### src/rtl/icv_pkg.sv
package icv_pkg;

	localparam logic [31:0] CRC_ALL_ONES = 32'hFFFF_FFFF;
	localparam logic [31:0] CRC_POLY     = 32'hEDB8_8320;

	localparam logic [1:0] ST_MATCH    = 2'd0;
	localparam logic [1:0] ST_MISMATCH = 2'd1;
	localparam logic [1:0] ST_SIZE_ERR = 2'd2;

	localparam logic KIND_DATA  = 1'b0;
	localparam logic KIND_START = 1'b1;

	localparam logic REG_IMAGE_LENGTH    = 1'b0;
	localparam logic REG_STORED_CHECKSUM = 1'b1;

	// one classified input word on its way to the CRC engine
	typedef struct packed {
		logic       start;
		logic [7:0] data;
	} cmd_t;

	typedef struct packed {
		logic [1:0]  status;
		logic [31:0] checksum;
		logic [31:0] echo;
	} res_t;

	// reflected CRC-32, one byte folded in per call
	function automatic logic [31:0] crc_fold_byte(input logic [31:0] crc, input logic [7:0] b);
		logic [31:0] c;
		c = crc ^ {24'b0, b};
		for (int i = 0; i < 8; i++) begin
			c = c[0] ? ((c >> 1) ^ CRC_POLY) : (c >> 1);
		end
		return c;
	endfunction

endpackage

### src/rtl/icv_front.sv
module icv_front (
	input  logic          clk,
	input  logic          arst_n,
	input  logic          push,
	input  logic          kind,
	input  logic [7:0]    data_byte,
	output logic          full,
	output logic          cmd_valid,
	output icv_pkg::cmd_t cmd,
	input  logic          cmd_ready
);
	import icv_pkg::*;

	cmd_t       ent_q [2];
	logic       wr_ptr_q;
	logic       rd_ptr_q;
	logic [1:0] cnt_q;
	logic       push_ok;
	logic       pop_ok;
	cmd_t       cmd_in;

	assign full      = (cnt_q == 2'd2);
	assign cmd_valid = (cnt_q != 2'd0);
	assign cmd       = ent_q[rd_ptr_q];
	assign push_ok   = push && !full;
	assign pop_ok    = cmd_valid && cmd_ready;

	always_comb begin
		cmd_in.start = (kind == KIND_START);
		cmd_in.data  = data_byte;
	end

	always_ff @(posedge clk) begin
		if (push_ok) begin
			ent_q[wr_ptr_q] <= cmd_in;
		end
	end

	always_ff @(posedge clk or negedge arst_n) begin
		if (!arst_n) begin
			wr_ptr_q <= 1'b0;
			rd_ptr_q <= 1'b0;
			cnt_q    <= 2'd0;
		end else begin
			if (push_ok) begin
				wr_ptr_q <= ~wr_ptr_q;
			end
			if (pop_ok) begin
				rd_ptr_q <= ~rd_ptr_q;
			end
			cnt_q <= cnt_q + {1'b0, push_ok} - {1'b0, pop_ok};
		end
	end

endmodule

### src/rtl/icv_back.sv
module icv_back #(
	parameter int REGION_BYTES = 131072
) (
	input  logic          clk,
	input  logic          arst_n,
	input  logic [31:0]   image_length,
	input  logic [31:0]   stored_checksum,
	input  logic          cmd_valid,
	input  icv_pkg::cmd_t cmd,
	output logic          cmd_ready,
	output logic          res_push,
	output icv_pkg::res_t res,
	input  logic          res_ready
);
	import icv_pkg::*;

	localparam int          CNT_W    = $clog2(REGION_BYTES + 1);
	localparam logic [31:0] REGION_W = 32'(REGION_BYTES);

	logic [31:0]      crc_q;
	logic [CNT_W-1:0] cnt_q;
	logic             armed_q;
	logic             take;
	logic             size_bad;
	logic [31:0]      crc_next;
	logic [CNT_W-1:0] cnt_next;
	logic             done;
	logic [31:0]      final_crc;

	assign cmd_ready = res_ready;
	assign take      = cmd_valid && res_ready;
	assign size_bad  = (image_length == 32'd0) || (image_length > REGION_W);
	assign crc_next  = crc_fold_byte(crc_q, cmd.data);
	assign cnt_next  = cnt_q + CNT_W'(1);
	assign done      = ({{(32-CNT_W){1'b0}}, cnt_next} >= image_length) ||
	                   ({{(32-CNT_W){1'b0}}, cnt_next} >= REGION_W);
	assign final_crc = crc_next ^ CRC_ALL_ONES;

	always_comb begin
		res_push     = 1'b0;
		res.status   = ST_MATCH;
		res.checksum = 32'd0;
		res.echo     = stored_checksum;
		if (take) begin
			if (cmd.start) begin
				if (size_bad) begin
					res_push   = 1'b1;
					res.status = ST_SIZE_ERR;
				end
			end else if (armed_q && done) begin
				res_push     = 1'b1;
				res.checksum = final_crc;
				res.status   = (final_crc == stored_checksum) ? ST_MATCH : ST_MISMATCH;
			end
		end
	end

	always_ff @(posedge clk or negedge arst_n) begin
		if (!arst_n) begin
			crc_q   <= CRC_ALL_ONES;
			cnt_q   <= '0;
			armed_q <= 1'b0;
		end else if (take) begin
			if (cmd.start) begin
				crc_q   <= CRC_ALL_ONES;
				cnt_q   <= '0;
				armed_q <= !size_bad;
			end else if (armed_q) begin
				crc_q <= crc_next;
				cnt_q <= cnt_next;
				// drop back to idle once the image is complete
				if (done) begin
					armed_q <= 1'b0;
				end
			end
		end
	end

	a_size_err: assert property (@(posedge clk) disable iff (!arst_n)
		take && cmd.start && size_bad |-> res_push && res.status == ST_SIZE_ERR)
		else $error("size error not reported");

	a_push_on_take: assert property (@(posedge clk) disable iff (!arst_n)
		res_push |-> take)
		else $error("result without a consumed word");

	a_idle_after_result: assert property (@(posedge clk) disable iff (!arst_n)
		res_push |=> !armed_q)
		else $error("still armed after a result");

	a_cnt_bound: assert property (@(posedge clk) disable iff (!arst_n)
		armed_q |-> {{(32-CNT_W){1'b0}}, cnt_q} < REGION_W)
		else $error("byte count past region size");

endmodule

### src/rtl/icv_res_queue.sv
module icv_res_queue (
	input  logic          clk,
	input  logic          arst_n,
	input  logic          res_push,
	input  icv_pkg::res_t res,
	output logic          res_ready,
	output logic          empty,
	input  logic          pop,
	output icv_pkg::res_t head
);
	import icv_pkg::*;

	res_t       ent_q [2];
	logic       wr_ptr_q;
	logic       rd_ptr_q;
	logic [1:0] cnt_q;
	logic       push_ok;
	logic       pop_ok;

	assign res_ready = (cnt_q != 2'd2);
	assign empty     = (cnt_q == 2'd0);
	assign head      = ent_q[rd_ptr_q];
	assign push_ok   = res_push && res_ready;
	assign pop_ok    = pop && !empty;

	always_ff @(posedge clk) begin
		if (push_ok) begin
			ent_q[wr_ptr_q] <= res;
		end
	end

	always_ff @(posedge clk or negedge arst_n) begin
		if (!arst_n) begin
			wr_ptr_q <= 1'b0;
			rd_ptr_q <= 1'b0;
			cnt_q    <= 2'd0;
		end else begin
			if (push_ok) begin
				wr_ptr_q <= ~wr_ptr_q;
			end
			if (pop_ok) begin
				rd_ptr_q <= ~rd_ptr_q;
			end
			cnt_q <= cnt_q + {1'b0, push_ok} - {1'b0, pop_ok};
		end
	end

endmodule

### src/rtl/image_crc32_verifier.sv
// Firmware image CRC-32 check (reflected, polynomial EDB88320).
// Input channel: a word (kind, data_byte) is taken when push is high and full
// is low. kind = start clears the CRC and byte count and checks image_length;
// kind = data folds one byte into the CRC while a check is armed, and is
// dropped otherwise.
// Result channel: the oldest result sits on status / computed_checksum /
// expected_echo while empty is low; pop takes it.
// Configuration: cfg_we writes cfg_data into image_length (index 0) or
// stored_checksum (index 1); write only while no word is in flight.
// Throughput: one word per cycle while the result queue has room, set by the
// combinational byte CRC update in the back end. A word is stored in a two-entry
// input queue, taken from there by the back end, and its result is written into
// the result queue, from which pop takes it.
// When pop is held low the two-entry result queue fills, then the CRC engine
// holds, then the input queue fills and full rises; nothing is lost.
// Reset clears both queues, the registers to zero, and leaves the block idle
// with the CRC at all ones.
module image_crc32_verifier #(
	parameter int REGION_BYTES = 131072
) (
	input  logic        clk,
	input  logic        arst_n,
	input  logic        push,
	output logic        full,
	input  logic        kind,
	input  logic [7:0]  data_byte,
	output logic        empty,
	input  logic        pop,
	output logic [1:0]  status,
	output logic [31:0] computed_checksum,
	output logic [31:0] expected_echo,
	input  logic        cfg_we,
	input  logic        cfg_index,
	input  logic [31:0] cfg_data
);
	import icv_pkg::*;

	logic [31:0] image_length_q;
	logic [31:0] stored_checksum_q;
	logic        cmd_valid;
	logic        cmd_ready;
	cmd_t        cmd;
	logic        res_push;
	logic        res_ready;
	res_t        res;
	res_t        head;

	always_ff @(posedge clk or negedge arst_n) begin
		if (!arst_n) begin
			image_length_q    <= 32'd0;
			stored_checksum_q <= 32'd0;
		end else if (cfg_we) begin
			unique case (cfg_index)
				REG_IMAGE_LENGTH:    image_length_q    <= cfg_data;
				REG_STORED_CHECKSUM: stored_checksum_q <= cfg_data;
				default: ;
			endcase
		end
	end

	icv_front u_front (
		.clk       (clk),
		.arst_n    (arst_n),
		.push      (push),
		.kind      (kind),
		.data_byte (data_byte),
		.full      (full),
		.cmd_valid (cmd_valid),
		.cmd       (cmd),
		.cmd_ready (cmd_ready)
	);

	icv_back #(
		.REGION_BYTES (REGION_BYTES)
	) u_back (
		.clk             (clk),
		.arst_n          (arst_n),
		.image_length    (image_length_q),
		.stored_checksum (stored_checksum_q),
		.cmd_valid       (cmd_valid),
		.cmd             (cmd),
		.cmd_ready       (cmd_ready),
		.res_push        (res_push),
		.res             (res),
		.res_ready       (res_ready)
	);

	icv_res_queue u_res_queue (
		.clk       (clk),
		.arst_n    (arst_n),
		.res_push  (res_push),
		.res       (res),
		.res_ready (res_ready),
		.empty     (empty),
		.pop       (pop),
		.head      (head)
	);

	assign status            = head.status;
	assign computed_checksum = head.checksum;
	assign expected_echo     = head.echo;

endmodule

### config.mk
export PLATFORM = sky130hd
export DESIGN_NAME = image_crc32_verifier
export DESIGN_NICKNAME = d
export VERILOG_FILES = /design/src/rtl/icv_pkg.sv /design/src/rtl/icv_front.sv /design/src/rtl/icv_back.sv /design/src/rtl/icv_res_queue.sv /design/src/rtl/image_crc32_verifier.sv
export SDC_FILE = /design/constraint.sdc
export NUM_CORES = 1
export LEC_CHECK = 0
export CAP_MARGIN = 5
export CORE_UTILIZATION = 49
export CTS_BUF_LIST = sky130_fd_sc_hd__clkbuf_2
export DETAILED_ROUTE_END_ITERATION = 7
export DONT_BUFFER_PORTS = 1
export PLACE_DENSITY = 0.72
export SLEW_MARGIN = 25
export SYNTH_ARGS = -nofsm -noshare
export SYNTH_HDL_FRONTEND = slang
export SYNTH_SLANG_ARGS = --single-unit
export TNS_END_PERCENT = 20
### constraint.sdc
create_clock -name clk -period 9.2 [get_ports clk]
set_input_delay 0.92 -clock clk [delete_from_list [all_inputs] [get_ports clk]]
set_output_delay 0.92 -clock clk [all_outputs]
set_load 0.01 [all_outputs]
==> metrics.cfg <==
[status]
status = finished clean

[synthesis]
async_reset_ff_share_pct = 45.1
synth_flop_cell = edfxtp_1
synth_top_area_share_pct = 36.1
synth_top_area_cell = edfxtp_1
syn_area_sq_mm = 0.0125
avgSynthCellArea_sq_um = 14.3
synth-warning-count = 0
syn_nets = 944
yosysSeqAreaShare_pct = 61.1
synth_edf_count = 150
yosysMostFrequentCell = edfxtp_1
syn_inst = 874
synth-seq-cells = 273
yosys-top-cells-count = edfxtp_1, mux2_2, dfrtp_1
synth_cell_types = 49
synth.area.top_cells = edfxtp_1, dfrtp_1, mux2_2

[worst_setup_path]
r2r_end = u_res_queue.ent_q[1][3]$_DFFE_PP_
ff2ff_path_depth = 15
arrival_ns = 4.79
cp.required_ns = 9.62
cp-start-kind = flip-flop
critPathKind = reg2reg
crit_path_end_kind = flip-flop
rr_startpoint = u_back.cnt_q[0]$_DFFE_PN0P_
rrSetupSlack_ns = 4.84
crit_fanout = 66

[timing]
relSlewSlack_pct = 32.4
setup_viol = 0
rsz0062_at_grt = false
period_needed_ns = 4.36
hold_violations = 0
tns_ns = 0
finClkSkew_ns = 0.0505
hold_ws_ns = 0.0467
timing.final.crit_share_pct = 47.4
fmax_ghz = 0.229
maxSlewViolCount = 0
max_slew.worst_pin.slew_ns = 1.01

[place]
dpl.hpwl_um = 17800
io_buffers = 0
gp_congestion = 0.847

[die]
die_h_um = 162
pin_count = 115
fp.dieW_um = 162
rows = 58
core_area_sq_mm = 0.0251
die-area_sq_mm = 0.0261
start_util_pct = 49.7

[worst_hold_path]
min_path_type = in2async

[global_route]
gr-usage-all-layers_pct = 20.7
grt_pass1_vias = 7411
antenna_found_initial = 1
grt_max_degree = 124
grt_first_pass_wirelength_um = 41000
gr-total-overflow = 0

[routing]
viasPerCell = 5.39
wl_met3_um = 1580
drcViolationCount = 0
drt_pass1_iterations = 4
highest_layer = met4
met2_length_um = 13400
drtIter0Drc = 384
wl_um = 26500
wl_met1_um = 11200
num_vias = 7050
routedWlPerCell_um = 20.3
final_antenna_net_count = 0

[cts]
clk_latency_ns = 0.83
cts_setup_buffers = 0
cts_tree = built
cts_made_buffers = 71
cts_max_path_buffers = 3
path_clk_slew_ns = 0.11
cts.sinks = 273
hold_buffers = 1
ctsResizeCount = 0
cts_root_buf = clkbuf_2
htree_levels = 3

[pwr]
peakVddDrop_v = 0.000166
power_mw = 4.60
leakage_nw = 5.31
powerDensity_mw_per_mm2 = 337

[final_layout]
syn2layout_area_growth_pct = 9.24
utilization_pct = 54.3
num-nets-final = 992
drive_above_1_share_pct = 30.3

[job]
cap_violations = 0

[metrics by stage]
step                      cell area (sq um)  worst slack (ns)  std cells
after floorplan                       12500              3.39        874
after global placement                12900              4.99       1177
after detailed placement              12900              4.88       1177
after CTS                             13600              4.81       1307
after global routing                  13600              4.50       1309
final                                 13600              4.84       1309
[where the power goes]
part           internal (mW)  leakage [nW]  switching [mW]
clock                  0.420         0.542           0.488
sequential              1.61          2.85           0.110
combinational          0.757          1.91            1.21
total                   2.79          5.31            1.81
[worst max-delay path, stage by stage, from the launching register on]
cell and delay (ns):
dfrtp_1 0.46, ha_1 0.26, nand4_1 0.21, nor2_1 0.26, nand3_1 0.21, nor2_1 0.18
xor2_1 0.21, ha_1 0.27, nor2b_1 0.13, o21ai_0 0.16, nand2b_1 0.07, a221o_1 0.29
a21o_1 0.21, a21oi_1 0.49, nor2b_4 0.07, buf_4 0.37
[cell families (layout without fill, tap and decap cells)]
group                    Yosys count  count (layout)  share of synthesized area [%]
buffers and inverters             64             168                           1.98
multiplexers                     125             125                           11.2
flip-flops                       273             273                           61.1
XOR/XNOR                         132             132                           11.5
AO/OA/AOI/OAI                    102             102                           5.95
other                              0               1                              0
AND/OR/NAND/NOR                  155             155                           5.97
adder cells (fa/ha/maj)           23              23                           2.31
[layout make-up]
type	instances	area [sq um]
Fill cell	2078	11500
Clock buffer	106	531
Multi-Input combinational cell	537	4650
Inverter	30	113
Clock inverter	23	195
Timing Repair Buffer	9	108
Antenna cell	1	2.50
Tap cell	330	413
Sequential cell	273	7620
[registers in the layout, indices dropped and copies added, names as in the netlist, 2 cells and up]
signal,flops
u_front.cnt_q,2
image_length_q,32
u_back.cnt_q,18
u_front.ent_q,18
stored_checksum_q,32
u_back.crc_q,32
u_res_queue.ent_q,132
u_res_queue.cnt_q,2
[worst max-delay path by stage]
stage | startpoint | end
final | u_back.cnt_q[0]$_DFFE_PN0P_ | u_res_queue.ent_q[1][3]$_DFFE_PP_
after global routing | u_back.cnt_q[2]$_DFFE_PN0P_ | u_res_queue.ent_q[1][37]$_DFFE_PP_
after CTS | u_back.cnt_q[0]$_DFFE_PN0P_ | u_res_queue.ent_q[1][11]$_DFFE_PP_
after detailed placement | u_back.cnt_q[0]$_DFFE_PN0P_ | u_res_queue.ent_q[1][56]$_DFFE_PP_
after global placement | u_back.cnt_q[0]$_DFFE_PN0P_ | u_res_queue.ent_q[1][31]$_DFFE_PP_
after floorplan | u_back.cnt_q[0]$_DFFE_PN0P_ | u_res_queue.ent_q[1][0]$_DFFE_PP_
[layer usage]
metal	up-vias	global-route usage (%)
met5	-	0
met4	0	6.78
met3	31	6.47
met2	173	34.6
met1	3519	25.4
li1	3327	-
[placed cells by master, fill, tap and decap left out, types with 4 or more instances in the layout]
cell type and instances:
and4_1 4, mux2_2 115, dfstp_2 32, nand4_1 9, clkbuf_2 106, o31ai_1 5, nor3_1 33, inv_1 30
xnor2_1 64, nand2_1 51, xor3_1 4, xnor3_1 5, nor4_1 8, bufinv_16 4, clkinv_1 13, xor2_1 46
a21o_1 6, a21oi_1 8, xnor2_4 4, xnor2_2 4, nor2_1 21, ha_1 23, a22o_1 9, xor2_2 4
nand3_1 7, edfxtp_1 150, and3_1 5, buf_4 7, dfrtp_1 90, o21ai_0 30, mux2i_1 10, o22a_1 30
No activity file was read; power rests on OpenSTA's default activity.
